[src/hdl/txsba_pkg.sv]
// txsba_pkg: shared constants, codes and control types of the transmit slot
// bandwidth admission block. No dependencies; imported by every other file.
package txsba_pkg;

    // Slot table and rate format
    localparam int NUM_SLOTS      = 10;
    localparam int RATE_FRAC_BITS = 16;

    // Fixed field widths
    localparam int MODE_W   = 1;
    localparam int PERIOD_W = 16;
    localparam int BYTES_W  = 16;
    localparam int HANDLE_W = 4;
    localparam int STATUS_W = 3;
    localparam int SLOT_W   = 4;
    localparam int LIMIT_W  = 20;

    // Derived widths
    localparam int SLOT_IW  = (NUM_SLOTS > 1) ? $clog2(NUM_SLOTS) : 1;
    localparam int RATE_W   = BYTES_W + RATE_FRAC_BITS;
    localparam int TOTAL_W  = RATE_W + $clog2(NUM_SLOTS + 1);
    localparam int LIMFX_W  = LIMIT_W + RATE_FRAC_BITS;
    localparam int CMP_W    = ((TOTAL_W > LIMFX_W) ? TOTAL_W : LIMFX_W) + 1;
    localparam int CNT_W    = $clog2(RATE_W + 1);

    // Configuration port
    localparam int APB_AW   = 2;
    localparam int APB_DW   = 32;
    localparam logic [LIMIT_W-1:0] LIMIT_RESET = LIMIT_W'(180000);

    // Request modes
    localparam logic MODE_ALLOC = 1'b0;
    localparam logic MODE_FREE  = 1'b1;

    // Result codes
    typedef enum logic [STATUS_W-1:0] {
        ST_GRANTED     = 3'd0,
        ST_ZERO_PERIOD = 3'd1,
        ST_NO_SLOT     = 3'd2,
        ST_OVER_LIMIT  = 3'd3,
        ST_FREED       = 3'd4,
        ST_BAD_HANDLE  = 3'd5
    } t_status;

    // Controller states
    typedef enum logic [1:0] {
        S_IDLE,
        S_DECODE,
        S_DIV,
        S_DONE
    } t_state;

    // Controller to datapath commands
    typedef struct packed {
        logic load;      // latch request, preload divider
        logic div_step;  // one quotient bit
        logic commit;    // write result and update slot table
    } t_cmd;

    // Datapath to controller status
    typedef struct packed {
        logic skip_div;  // free request or early refusal
        logic div_done;  // all quotient bits produced
        logic out_free;  // output register can take a result
    } t_stat;

endpackage

[src/hdl/txsba_if.sv]
// txsba_if: valid/ready channel interfaces for requests and results.
// Depends on txsba_pkg for field widths.
interface txsba_req_if import txsba_pkg::*; ();
    logic                valid;
    logic                ready;
    logic [MODE_W-1:0]   mode;
    logic [PERIOD_W-1:0] period;
    logic [BYTES_W-1:0]  byte_count;
    logic [HANDLE_W-1:0] handle;

    modport source (output valid, mode, period, byte_count, handle, input ready);
    modport sink   (input valid, mode, period, byte_count, handle, output ready);
endinterface

interface txsba_rsp_if import txsba_pkg::*; ();
    logic                valid;
    logic                ready;
    logic [STATUS_W-1:0] status;
    logic [SLOT_W-1:0]   slot;

    modport source (output valid, status, slot, input ready);
    modport sink   (input valid, status, slot, output ready);
endinterface

[src/hdl/txsba_ctrl.sv]
// txsba_ctrl: request sequencer (accept, decode, divide, commit).
// Depends on txsba_pkg; drives t_cmd into txsba_dp and reads t_stat back.
module txsba_ctrl import txsba_pkg::*; (
    input  logic  i_clk,
    input  logic  i_rst_n,
    input  logic  i_req_valid,
    output logic  o_req_ready,
    input  t_stat i_stat,
    output t_cmd  o_cmd
);

    t_state r_state;
    t_state n_state;

    // State register
    always_ff @(posedge i_clk) begin
        if (!i_rst_n) begin
            r_state <= S_IDLE;
        end else begin
            r_state <= n_state;
        end
    end

    // Next state and commands
    always_comb begin
        n_state      = r_state;
        o_cmd        = '0;
        o_req_ready  = 1'b0;
        case (r_state)
            S_IDLE: begin
                o_req_ready = 1'b1;
                if (i_req_valid) begin
                    o_cmd.load = 1'b1;
                    n_state    = S_DECODE;
                end
            end
            S_DECODE: begin
                n_state = i_stat.skip_div ? S_DONE : S_DIV;
            end
            S_DIV: begin
                if (i_stat.div_done) begin
                    n_state = S_DONE;
                end else begin
                    o_cmd.div_step = 1'b1;
                end
            end
            S_DONE: begin
                if (i_stat.out_free) begin
                    o_cmd.commit = 1'b1;
                    n_state      = S_IDLE;
                end
            end
            default: begin
                n_state = S_IDLE;
            end
        endcase
    end

endmodule

[src/hdl/txsba_dp.sv]
// txsba_dp: request registers, restoring divider, slot table, running total
// and result register. Depends on txsba_pkg; sequenced by txsba_ctrl.
module txsba_dp import txsba_pkg::*; (
    input  logic                i_clk,
    input  logic                i_rst_n,
    input  t_cmd                i_cmd,
    output t_stat               o_stat,
    input  logic [LIMIT_W-1:0]  i_rate_limit,
    input  logic [MODE_W-1:0]   i_mode,
    input  logic [PERIOD_W-1:0] i_period,
    input  logic [BYTES_W-1:0]  i_byte_count,
    input  logic [HANDLE_W-1:0] i_handle,
    output logic                o_out_valid,
    input  logic                i_out_ready,
    output logic [STATUS_W-1:0] o_status,
    output logic [SLOT_W-1:0]   o_slot
);

    // Latched request
    logic [MODE_W-1:0]   r_mode;
    logic [PERIOD_W-1:0] r_period;
    logic [HANDLE_W-1:0] r_handle;
    logic [SLOT_IW-1:0]  r_found;
    logic                r_have_free;

    // Divider
    logic [PERIOD_W-1:0] r_rem;
    logic [RATE_W-1:0]   r_quo;
    logic [CNT_W-1:0]    r_cnt;
    logic [PERIOD_W:0]   rem_sh;
    logic                q_bit;

    // Slot table and total
    logic                r_busy [NUM_SLOTS];
    logic [RATE_W-1:0]   r_rate [NUM_SLOTS];
    logic [TOTAL_W-1:0]  r_total;

    // Result register
    logic                r_out_valid;
    t_status             r_status;
    logic [SLOT_W-1:0]   r_slot;

    logic [SLOT_IW-1:0]  found;
    logic                have_free;
    logic                bad_handle;
    logic                zero_period;
    logic                is_free;
    logic [SLOT_IW-1:0]  hidx;
    logic [CMP_W-1:0]    sum;
    logic [CMP_W-1:0]    limit_fx;
    logic                over_limit;
    logic                out_free;

    // Lowest free slot
    always_comb begin
        found     = '0;
        have_free = 1'b0;
        for (int i = NUM_SLOTS - 1; i >= 0; i--) begin
            if (!r_busy[i]) begin
                found     = SLOT_IW'(i);
                have_free = 1'b1;
            end
        end
    end

    // Request decode
    assign is_free     = (r_mode == MODE_FREE);
    assign hidx        = r_handle[SLOT_IW-1:0];
    assign bad_handle  = ({1'b0, r_handle} >= (HANDLE_W + 1)'(NUM_SLOTS));
    assign zero_period = (r_period == '0);

    // Admission check
    assign sum        = CMP_W'(r_total) + CMP_W'(r_quo);
    assign limit_fx   = CMP_W'({i_rate_limit, {RATE_FRAC_BITS{1'b0}}});
    assign over_limit = (sum > limit_fx);

    assign out_free = !r_out_valid || i_out_ready;

    assign o_stat.skip_div = is_free || zero_period || !r_have_free;
    assign o_stat.div_done = (r_cnt == '0);
    assign o_stat.out_free = out_free;

    // Request registers
    always_ff @(posedge i_clk) begin
        if (i_cmd.load) begin
            r_mode      <= i_mode;
            r_period    <= i_period;
            r_handle    <= i_handle;
            r_found     <= found;
            r_have_free <= have_free;
        end
    end

    // Restoring divider: one quotient bit per step
    assign rem_sh = {r_rem, r_quo[RATE_W-1]};
    assign q_bit  = (rem_sh >= {1'b0, r_period});

    always_ff @(posedge i_clk) begin
        if (!i_rst_n) begin
            r_cnt <= '0;
        end else if (i_cmd.load) begin
            r_cnt <= CNT_W'(RATE_W);
        end else if (i_cmd.div_step) begin
            r_cnt <= r_cnt - 1'b1;
        end
    end

    always_ff @(posedge i_clk) begin
        if (i_cmd.load) begin
            r_rem <= '0;
            r_quo <= {i_byte_count, {RATE_FRAC_BITS{1'b0}}};
        end else if (i_cmd.div_step) begin
            r_rem <= q_bit ? PERIOD_W'(rem_sh - {1'b0, r_period}) : rem_sh[PERIOD_W-1:0];
            r_quo <= {r_quo[RATE_W-2:0], q_bit};
        end
    end

    // Slot busy flags and total
    always_ff @(posedge i_clk) begin
        if (!i_rst_n) begin
            for (int i = 0; i < NUM_SLOTS; i++) begin
                r_busy[i] <= 1'b0;
            end
            r_total <= '0;
        end else if (i_cmd.commit) begin
            if (is_free) begin
                if (!bad_handle && r_busy[hidx]) begin
                    r_busy[hidx] <= 1'b0;
                    r_total      <= r_total - TOTAL_W'(r_rate[hidx]);
                end
            end else if (!zero_period && r_have_free && !over_limit) begin
                r_busy[r_found] <= 1'b1;
                r_total         <= TOTAL_W'(sum);
            end
        end
    end

    // Slot rates; only read while the slot is busy
    always_ff @(posedge i_clk) begin
        if (i_cmd.commit && !is_free && !zero_period && r_have_free && !over_limit) begin
            r_rate[r_found] <= r_quo;
        end
    end

    // Result register
    always_ff @(posedge i_clk) begin
        if (!i_rst_n) begin
            r_out_valid <= 1'b0;
        end else if (i_cmd.commit) begin
            r_out_valid <= 1'b1;
        end else if (i_out_ready) begin
            r_out_valid <= 1'b0;
        end
    end

    always_ff @(posedge i_clk) begin
        if (i_cmd.commit) begin
            r_slot <= '0;
            if (is_free) begin
                if (bad_handle) begin
                    r_status <= ST_BAD_HANDLE;
                end else begin
                    r_status <= ST_FREED;
                    r_slot   <= SLOT_W'(r_handle);
                end
            end else if (zero_period) begin
                r_status <= ST_ZERO_PERIOD;
            end else if (!r_have_free) begin
                r_status <= ST_NO_SLOT;
            end else if (over_limit) begin
                r_status <= ST_OVER_LIMIT;
            end else begin
                r_status <= ST_GRANTED;
                r_slot   <= SLOT_W'(r_found);
            end
        end
    end

    assign o_out_valid = r_out_valid;
    assign o_status    = r_status;
    assign o_slot      = r_slot;

    // A result never overwrites one that is still waiting
    a_commit_free: assert property (@(posedge i_clk) disable iff (!i_rst_n)
        i_cmd.commit |-> out_free)
        else $error("commit while result register blocked");

    // Divider never steps past its last quotient bit
    a_div_count: assert property (@(posedge i_clk) disable iff (!i_rst_n)
        i_cmd.div_step |-> (r_cnt != '0))
        else $error("divider stepped with zero count");

    // Slot number is zero unless granted or freed
    a_slot_zero: assert property (@(posedge i_clk) disable iff (!i_rst_n)
        (r_out_valid && !(r_status == ST_GRANTED || r_status == ST_FREED))
        |-> (r_slot == '0))
        else $error("nonzero slot on refusal");

    // A granted slot is marked busy after commit
    a_grant_busy: assert property (@(posedge i_clk) disable iff (!i_rst_n)
        (i_cmd.commit && !is_free && !zero_period && r_have_free && !over_limit)
        |=> r_busy[$past(r_found)])
        else $error("granted slot not marked busy");

endmodule

[src/hdl/tx_slot_bandwidth_admission_top.sv]
// Transmit slot bandwidth admission: top level with configuration register.
// Depends on txsba_pkg, txsba_if, txsba_ctrl and txsba_dp.
//
// Usage: requests arrive on i_req (valid/ready). mode 0 allocates a slot for
// byte_count bytes every period ticks; mode 1 releases slot handle. Each
// request yields exactly one result transfer on o_rsp carrying status and
// slot. rate_limit sits at every APB address; writes complete in the access
// cycle (pready is tied high) and reads return the current limit.
// Timing: one request at a time. A free request, or an allocate refused for
// zero period or no free slot, goes from decode straight to commit. An
// allocate that reaches the admission check first passes through the
// restoring divider, which produces one of the 32 quotient bits per cycle.
// A new request is taken once the previous result is in the output register,
// even if the receiver has not yet taken it. If the receiver stalls, that
// result holds and the following request waits at commit until it drains.
// Reset: all slots free, total rate zero, rate_limit 180000, no result
// pending.
module tx_slot_bandwidth_admission_top import txsba_pkg::*; (
    input  logic              i_clk,
    input  logic              i_rst_n,
    txsba_req_if.sink         i_req,
    txsba_rsp_if.source       o_rsp,
    input  logic              psel,
    input  logic              penable,
    input  logic              pwrite,
    input  logic [APB_AW-1:0] paddr,
    input  logic [APB_DW-1:0] pwdata,
    output logic [APB_DW-1:0] prdata,
    output logic              pready
);

    logic [LIMIT_W-1:0] r_rate_limit;
    t_cmd               cmd;
    t_stat              stat;

    // Configuration register: the whole address range maps to rate_limit
    always_ff @(posedge i_clk) begin
        if (!i_rst_n) begin
            r_rate_limit <= LIMIT_RESET;
        end else if (psel && penable && pwrite && (paddr[APB_AW-1:2 - 2] == paddr)) begin
            r_rate_limit <= pwdata[LIMIT_W-1:0];
        end
    end

    assign pready = 1'b1;
    assign prdata = APB_DW'(r_rate_limit);

    // Sequencer
    txsba_ctrl u_ctrl (
        .i_clk       (i_clk),
        .i_rst_n     (i_rst_n),
        .i_req_valid (i_req.valid),
        .o_req_ready (i_req.ready),
        .i_stat      (stat),
        .o_cmd       (cmd)
    );

    // Datapath
    txsba_dp u_dp (
        .i_clk        (i_clk),
        .i_rst_n      (i_rst_n),
        .i_cmd        (cmd),
        .o_stat       (stat),
        .i_rate_limit (r_rate_limit),
        .i_mode       (i_req.mode),
        .i_period     (i_req.period),
        .i_byte_count (i_req.byte_count),
        .i_handle     (i_req.handle),
        .o_out_valid  (o_rsp.valid),
        .i_out_ready  (o_rsp.ready),
        .o_status     (o_rsp.status),
        .o_slot       (o_rsp.slot)
    );

endmodule
[src/flat_wrapper.sv]
// flat-port wrapper written by rule: the top's interface ports become plain ports
module tx_slot_bandwidth_admission_top_flat import txsba_pkg::*;
  (i_clk, i_rst_n, psel, penable, pwrite, paddr, pwdata, prdata, pready, i_req_valid, i_req_mode, i_req_period, i_req_byte_count, i_req_handle, i_req_ready, o_rsp_valid, o_rsp_status, o_rsp_slot, o_rsp_ready);
  txsba_req_if i_req_i ();
  txsba_rsp_if o_rsp_i ();
  input  logic i_clk;
  input  logic i_rst_n;
  input  logic psel;
  input  logic penable;
  input  logic pwrite;
  input  logic [APB_AW-1:0] paddr;
  input  logic [APB_DW-1:0] pwdata;
  output logic [APB_DW-1:0] prdata;
  output logic pready;
  input wire logic [$bits(i_req_i.valid)-1:0] i_req_valid;
  input wire logic [$bits(i_req_i.mode)-1:0] i_req_mode;
  input wire logic [$bits(i_req_i.period)-1:0] i_req_period;
  input wire logic [$bits(i_req_i.byte_count)-1:0] i_req_byte_count;
  input wire logic [$bits(i_req_i.handle)-1:0] i_req_handle;
  output wire logic [$bits(i_req_i.ready)-1:0] i_req_ready;
  output wire logic [$bits(o_rsp_i.valid)-1:0] o_rsp_valid;
  output wire logic [$bits(o_rsp_i.status)-1:0] o_rsp_status;
  output wire logic [$bits(o_rsp_i.slot)-1:0] o_rsp_slot;
  input wire logic [$bits(o_rsp_i.ready)-1:0] o_rsp_ready;
  assign i_req_i.valid = i_req_valid;
  assign i_req_i.mode = i_req_mode;
  assign i_req_i.period = i_req_period;
  assign i_req_i.byte_count = i_req_byte_count;
  assign i_req_i.handle = i_req_handle;
  assign i_req_ready = i_req_i.ready;
  assign o_rsp_valid = o_rsp_i.valid;
  assign o_rsp_status = o_rsp_i.status;
  assign o_rsp_slot = o_rsp_i.slot;
  assign o_rsp_i.ready = o_rsp_ready;
  tx_slot_bandwidth_admission_top u_core (.i_clk(i_clk), .i_rst_n(i_rst_n), .i_req(i_req_i), .o_rsp(o_rsp_i), .psel(psel), .penable(penable), .pwrite(pwrite), .paddr(paddr), .pwdata(pwdata), .prdata(prdata), .pready(pready));
endmodule
[config.mk]
export PLATFORM = sky130hd
export DESIGN_NAME = tx_slot_bandwidth_admission_top_flat
export DESIGN_NICKNAME = d
export VERILOG_FILES = /design/src/hdl/txsba_pkg.sv /design/src/hdl/txsba_if.sv /design/src/hdl/txsba_ctrl.sv /design/src/hdl/txsba_dp.sv /design/src/hdl/tx_slot_bandwidth_admission_top.sv /design/src/flat_wrapper.sv
export SDC_FILE = /design/constraint.sdc
export NUM_CORES = 1
export LEC_CHECK = 0
export ABC_CLOCK_PERIOD_IN_PS = 13400
export BUFFER_PORTS_ARGS = -buffer_cell sky130_fd_sc_hd__buf_2
export CAP_MARGIN = 15
export CORE_ASPECT_RATIO = 0.8
export CORE_MARGIN = 2
export CORE_UTILIZATION = 30
export CTS_BUF_LIST = sky130_fd_sc_hd__clkbuf_8
export DETAILED_ROUTE_END_ITERATION = 10
export PLACE_DENSITY_LB_ADDON = 0.25
export REMOVE_ABC_BUFFERS = 1
export SETUP_SLACK_MARGIN = 0.5
export SYNTH_ARGS = -nofsm -noshare
export SYNTH_HDL_FRONTEND = slang
export SYNTH_SLANG_ARGS = --single-unit
[constraint.sdc]
create_clock -name i_clk -period 13.4 [get_ports i_clk]
set_input_delay 1.34 -clock i_clk [delete_from_list [all_inputs] [get_ports i_clk]]
set_output_delay 1.34 -clock i_clk [all_outputs]
set_load 0.005 [all_outputs]
==> reports/results.tsv, run 1 <==
metric	value	unit
cts.repair.resized	0	
multiInputGateArea	9758	um^2
slew_headroom	27.19	%
cp.arrival	8.48	ns
critPathMaxStageDelay	0.72	ns
ctsHoldBuffers	0	
peakVddDrop	0.00009307	V
max_freq	0.1220	GHz
drc	0	
vias_per_cell	5.057	
register_area	13500	um^2
final_core_util	34.32	%
hold_start	u_core.r_rate_limit[1]$_SDFFE_PN0P_	
h-tree-depth	3	
skew	0.03751	ns
async_reset_ff_share	0	%
io_buffers	92	
drt_iter0_markers	1176	
insertion_delay	0.69	ns
overflow	0	
met2_wirelength	27320	um
core_area	78740	um^2
antenna_found_initial	1	
syn2layout_area_growth	13.30	%
ant_nets	0	
die_x	319.2	um
cp.required	13.68	ns
crit_type	reg2reg	
drive_above_1_share	18.01	%
top_layer_used	met4	
gp_congestion	0.8536	
tightest_slew	1.090	ns
crit_fanout	32	
cts_made_buffers	79	
grt_use_total	15.35	%
ios	120	
max_cap_viol_count	0	
grt_max_degree	66	
die_y	256.2	um
slew_violations	0	
initial_core_util	30.29	%
synth_area_leaders	edfxtp_1 (47%), dfxtp_1 (9.2%), mux4_2 (6.5%), ha_1 (5.6%), nand2_1 (3.9%)	
cp_top_family	simple AND/OR/NAND/NOR gates	
ys_ff_latch	486	
syn_area_per_cell	12.24	um^2
synth.most_common_cell	edfxtp_1	
synthTopCellsByCount	edfxtp_1 (376), nand2_1 (249), o21ai_0 (141)	
yosys.area.top_type	edfxtp_1	
cp_cell_sequence	ha_1 -> a21o_1 -> a21o_1 -> a221o_1 -> or3_1 -> o21ai_0 -> o21ai_0 -> a31oi_1 -> xnor2_1 -> ha_1 -> nand4_1 -> nor3_1 -> nand3_1 -> nor4_1 -> nand3_1 -> nor4_1 -> a31oi_1 -> nor3_1 -> nand2_1 -> nor4_2 -> buf_4	
wl	63160	um
period_share	61.19	%
synthDistinctLibCells	80	
dr.pass1.iters	5	
setup-tns-final	0	ns
syn_inst	1949	
power_leakage	9.945	nW
crit_buf_inv	1	
clk_pin_slew	0.07	ns
wl_per_cell	19.94	um
num_vias	16020	
hold_depth	2	
ys_seq_area_share	56.58	%
clock-root-buffer	clkbuf_8	
routed-wl-met3	2922	um
dpl.hpwl	41280	um
cts_setup_buffers	0	
die_area	81780	um^2
rrSetupSlack	5.20	ns
critPathLaunchType	register	
worstReg2RegStart	u_core.u_dp.r_quo[16]$_DFFE_PP_	
p_per_area	167.6	nW/um^2
fin_nets	2253	
grt_pass1_vias	15830	
drt-met1-wl	32150	um
endpoint_kind	register	
placementRows	92	
netlist.area_leader.share	47.34	%
synthFlopType	edfxtp_1	
min_path_type	reg2reg	
holdPathEnd	u_core.r_rate_limit[1]$_SDFFE_PN0P_	
ys.warnings.count	0	
rr_worst_depth	21	
cts_tree	yes	
slowest_stage	nor3_1	
fin_crit	8.200	ns
cts_sinks	486	
fillCellCount	7803	
hold_viol	0	
synth_edf_count	376	
reg2reg_to	u_core.u_dp.r_rate[0][25]$_DFFE_PP_	
final-setup-viol-count	0	
grt_pass1_wl	95920	um
clk_path_buf_depth	3	
rsz0062_at_grt	no	
syn_area	23850	um^2
status	finished clean	
[layout by cell type, fill, tap and decap left out, drive strengths merged, types with 28 or more instances in the layout]
| cell type | instances |
|---|---|
| nand3 | 30 |
| inv | 93 |
| o21ai | 166 |
| a21oi | 129 |
| clkinv | 30 |
| mux2i | 48 |
| ha | 106 |
| xnor2 | 36 |
| clkbuf | 87 |
| mux2 | 32 |
| a21o | 28 |
| nor3 | 34 |
| buf | 119 |
| mux4 | 69 |
| xor2 | 30 |
| nand2 | 249 |
| dfxtp | 110 |
| nor2 | 77 |
| edfxtp | 376 |
[worst min-delay path, cell delays in order (launching register included)]
cell     delay [ns]
dfxtp_1        0.32
nand2_1        0.06
a21oi_1        0.05
[power by group]
group          switching (mW)  internal (mW)
registers               0.154           1.76
clock network           0.616          0.658
logic                   0.783          0.559
total                    1.55           2.98
[layout make-up]
| type | count | area share [%] |
|---|---|---|
| inverter | 69 | 0.9770 |
| multi-input combinational | 1311 | 36.11 |
| clock inverter | 60 | 1.246 |
| timing repair buffer | 119 | 2.454 |
| sequential | 486 | 49.97 |
| antenna | 2 | 0.01852 |
| clock buffer | 87 | 4.431 |
| tap | 1034 | 4.788 |
[stage by stage]
step           instances  worst slack (ns)  power (mW)  instance area, um^2  hold WS, ns
2_1_floorplan       1866             5.081       2.897                23450       0.4447
3_3_place_gp        3019             5.261       3.256                25480       0.4619
3_5_place_dp        3019             5.237       3.285                25480       0.4722
4_1_cts             3166             5.177       4.574                27020       0.4806
5_1_grt             3167             4.628       4.794                27020       0.5038
6_report            3168             5.200       4.529                27020       0.4747
[layer usage]
| metal | GRT usage [%] | vias up |
|---|---|---|
| li1 | - | 7606 |
| met2 | 22.71 | 362 |
| met4 | 3.105 | 0 |
| met1 | 23.32 | 7982 |
| met3 | 2.796 | 71 |
| met5 | 0 | - |
[sequential cells by signal, indices dropped and copies added, names as in the netlist, 2 cells and up, named ones only]
signal                 cells
u_core.r_rate_limit       20
u_core.u_ctrl.r_state      2
u_core.u_dp.hidx           4
u_core.u_dp.o_slot         4
u_core.u_dp.o_status       3
u_core.u_dp.r_busy        16
u_core.u_dp.r_cnt          6
u_core.u_dp.r_found        4
u_core.u_dp.r_period      16
u_core.u_dp.r_quo         32
u_core.u_dp.r_rate       320
u_core.u_dp.r_rem         16
u_core.u_dp.r_total       36
[how the worst max path moves through the flow]
| stage | to | slack, ns | from | depth (start not counted) |
|---|---|---|---|---|
| 2_1_floorplan | u_core.u_dp.r_rate[0][0]$_DFFE_PP_ | 5.08 | u_core.u_dp.r_quo[16]$_DFFE_PP_ | 20 |
| 3_3_place_gp | u_core.u_dp.r_rate[0][11]$_DFFE_PP_ | 5.26 | u_core.u_dp.r_quo[16]$_DFFE_PP_ | 21 |
| 3_5_place_dp | u_core.u_dp.r_rate[0][12]$_DFFE_PP_ | 5.24 | u_core.u_dp.r_quo[16]$_DFFE_PP_ | 21 |
| 4_1_cts | u_core.u_dp.r_rate[0][25]$_DFFE_PP_ | 5.18 | u_core.u_dp.r_quo[16]$_DFFE_PP_ | 21 |
| 5_1_grt | u_core.u_dp.r_rate[0][9]$_DFFE_PP_ | 4.63 | u_core.u_dp.r_quo[16]$_DFFE_PP_ | 21 |
| 6_report | u_core.u_dp.r_rate[0][25]$_DFFE_PP_ | 5.20 | u_core.u_dp.r_quo[16]$_DFFE_PP_ | 21 |
[cells by family (layout without fill, tap and decap cells)]
group,count (synthesis),count (layout),synth area share (%)
mux,149,149,10.04
flops,486,486,56.58
xor+xnor,66,66,2.424
buf+inv,163,335,2.959
simple gates,499,499,9.480
compound gates,475,475,12.68
fa+ha+maj,109,109,5.813
other cells,2,15,0.03149
Power figures use the tool's default switching activity.
==> inputs of run 2 (changes only) <==
ABC_CLOCK_PERIOD_IN_PS = 7300   (was 13400)
clock period = 7.3 ns   (was 13.4 ns; I/O delays follow)
==> reports/results.tsv, run 2 (same netlist as run 1, synthesis figures left out) <==
metric	value	unit
status	finished clean	
placementRows	92	
fillCellCount	7763	
core_area	78740	um^2
fin_crit	6.392	ns
insertion_delay	0.70	ns
rsz0062_at_grt	no	
max_cap_viol_count	0	
dpl.cell_count	3054	
syn2layout_area_growth	16.03	%
top_regs	u_core.u_dp.r_rate: 320 flops, u_core.u_dp.r_total: 36 flops, u_core.u_dp.r_quo: 32 flops	
initial_core_util	30.29	%
io_buffers	92	
largest_reg_flops	320	
vias_per_cell	5.110	
min_path_type	in2reg	
overflow	0	
dpl.hpwl	43630	um
die_y	256.2	um
final-setup-viol-count	0	
num_vias	16420	
final_cell_mix	edfxtp_1 (376), nand2_1 (249), o21ai_0 (138)	
wl_per_cell	20.17	um
slew_violations	0	
h-tree-depth	3	
grt_use_total	15.65	%
crit_type	reg2reg	
clk_path_buf_depth	3	
slew_headroom	25.58	%
period_share	87.56	%
met2_wirelength	28360	um
hold_viol	0	
total_power	8.533	mW
clk_pin_slew	0.06	ns
routed-wl-met3	3508	um
skew	0.04672	ns
drive_above_1_share	20.49	%
ctsHoldBuffers	0	
ant_nets	0	
wl	64830	um
drc	0	
setup-tns-final	0	ns
cp.arrival	6.76	ns
die_x	319.2	um
fin_area	27670	um^2
grt_pass1_wl	97990	um
max_freq	0.1565	GHz
endpoint_kind	register	
crit_fanout	18	
critPathLaunchType	register	
clock-root-buffer	clkbuf_8	
ios	120	
cts_made_buffers	78	
cts_sinks	486	
grt_max_degree	52	
p_per_area	308.4	nW/um^2
largest_register	u_core.u_dp.r_rate	
cts_tree	yes	
antenna_found_initial	3	
top_layer_used	met4	
cp.required	7.67	ns
power_leakage	10.29	nW
gp_congestion	0.8869	
tightest_slew	1.114	ns
drt_iter0_markers	1414	
drt-met1-wl	31990	um
grt_pass1_vias	16240	
dpl_cell_area	25890	um^2
peakVddDrop	0.0002481	V
die_area	81780	um^2
dr.pass1.iters	8	
layout_commonest_cell	edfxtp_1	
fin_nets	2299	
instances_no_fill	3214	
## run 2: cell types whose count changed in the layout (fill, tap and decap cells not counted), moves of 3 or more
cell,change
buf_12,+12
buf_4,+35
clkbuf_8,+4
clkinv_1,-8
clkinv_2,-6
dfxtp_1,-4
dfxtp_2,+4
inv_1,+4
o21ai_0,-3
## run 2: area by class of cell
type | count | area [um^2] | share of cell area (%)
Sequential cell | 486 | 13510 | 48.81
Multi-Input combinational cell | 1311 | 9804 | 35.43
Tap cell | 1034 | 1294 | 4.675
Clock buffer | 91 | 1252 | 4.526
Timing Repair Buffer | 166 | 1166 | 4.214
Clock inverter | 54 | 376.6 | 1.361
Inverter | 69 | 264.0 | 0.9540
Antenna cell | 3 | 7.507 | 0.02713
## run 2: routing by layer
| layer | vias up | global-route usage [%] |
|---|---|---|
| li1 | 7690 | - |
| met1 | 8203 | 23.17 |
| met2 | 452 | 23.58 |
| met3 | 78 | 2.835 |
| met4 | 0 | 3.747 |
| met5 | - | 0 |
## run 2: report_power, final
group / internal (mW) / switching (mW)
Sequential: 3.23 / 0.310
Clock: 1.32 / 1.14
Combinational: 1.08 / 1.45
Total: 5.63 / 2.90
## run 2: timing repair
item	CTS	global route
pin swaps	0	1
buffers inserted	0	12
gates resized for setup	1	16
setup endpoints to repair	37	369
## run 2: worst max-delay path: stages (launching register included)
cell,delay (ns)
edfxtp_1,0.44
ha_1,0.41
a211oi_1,0.28
nor2_1,0.09
or2_2,0.35
a2111oi_0,0.34
a21o_1,0.30
nand2b_1,0.16
o21ai_0,0.10
xor2_1,0.26
ha_1,0.29
a21oi_1,0.13
nor2_1,0.06
a2111oi_0,0.49
nand3_1,0.13
a221oi_1,0.57
a31oi_1,0.15
buf_4,0.22
nor3_1,0.25
nand2_1,0.09
buf_4,0.21
nor4_2,0.32
buf_4,0.21
buf_12,0.20
## run 2: final timing paths
check	cells after the start	from	endpoint	slack (ns)
setup reg to reg	23	u_core.u_dp.r_quo[23]$_DFFE_PP_	u_core.u_dp.r_rate[0][4]$_DFFE_PP_	0.91
hold reg to reg	1	u_core.u_dp.r_total[35]$_SDFFE_PN0P_	u_core.u_dp.r_total[35]$_SDFFE_PN0P_	0.47
hold / removal	1	i_req_mode	u_core.u_dp.is_free$_DFFE_PP_	0.20
setup / recovery	23	u_core.u_dp.r_quo[23]$_DFFE_PP_	u_core.u_dp.r_rate[0][4]$_DFFE_PP_	0.91
## run 2: metrics by stage
stage                     utilization, %  hold slack (ns)  setup slack, ns
after global routing               35.15           0.1504           0.4864
after global placement             32.89           0.4544           0.6418
after CTS                          34.96           0.1392           0.5555
after floorplan                        -           0.4447           -1.019
after detailed placement           32.89           0.4631           0.4918
final                              35.15           0.2023           0.9082
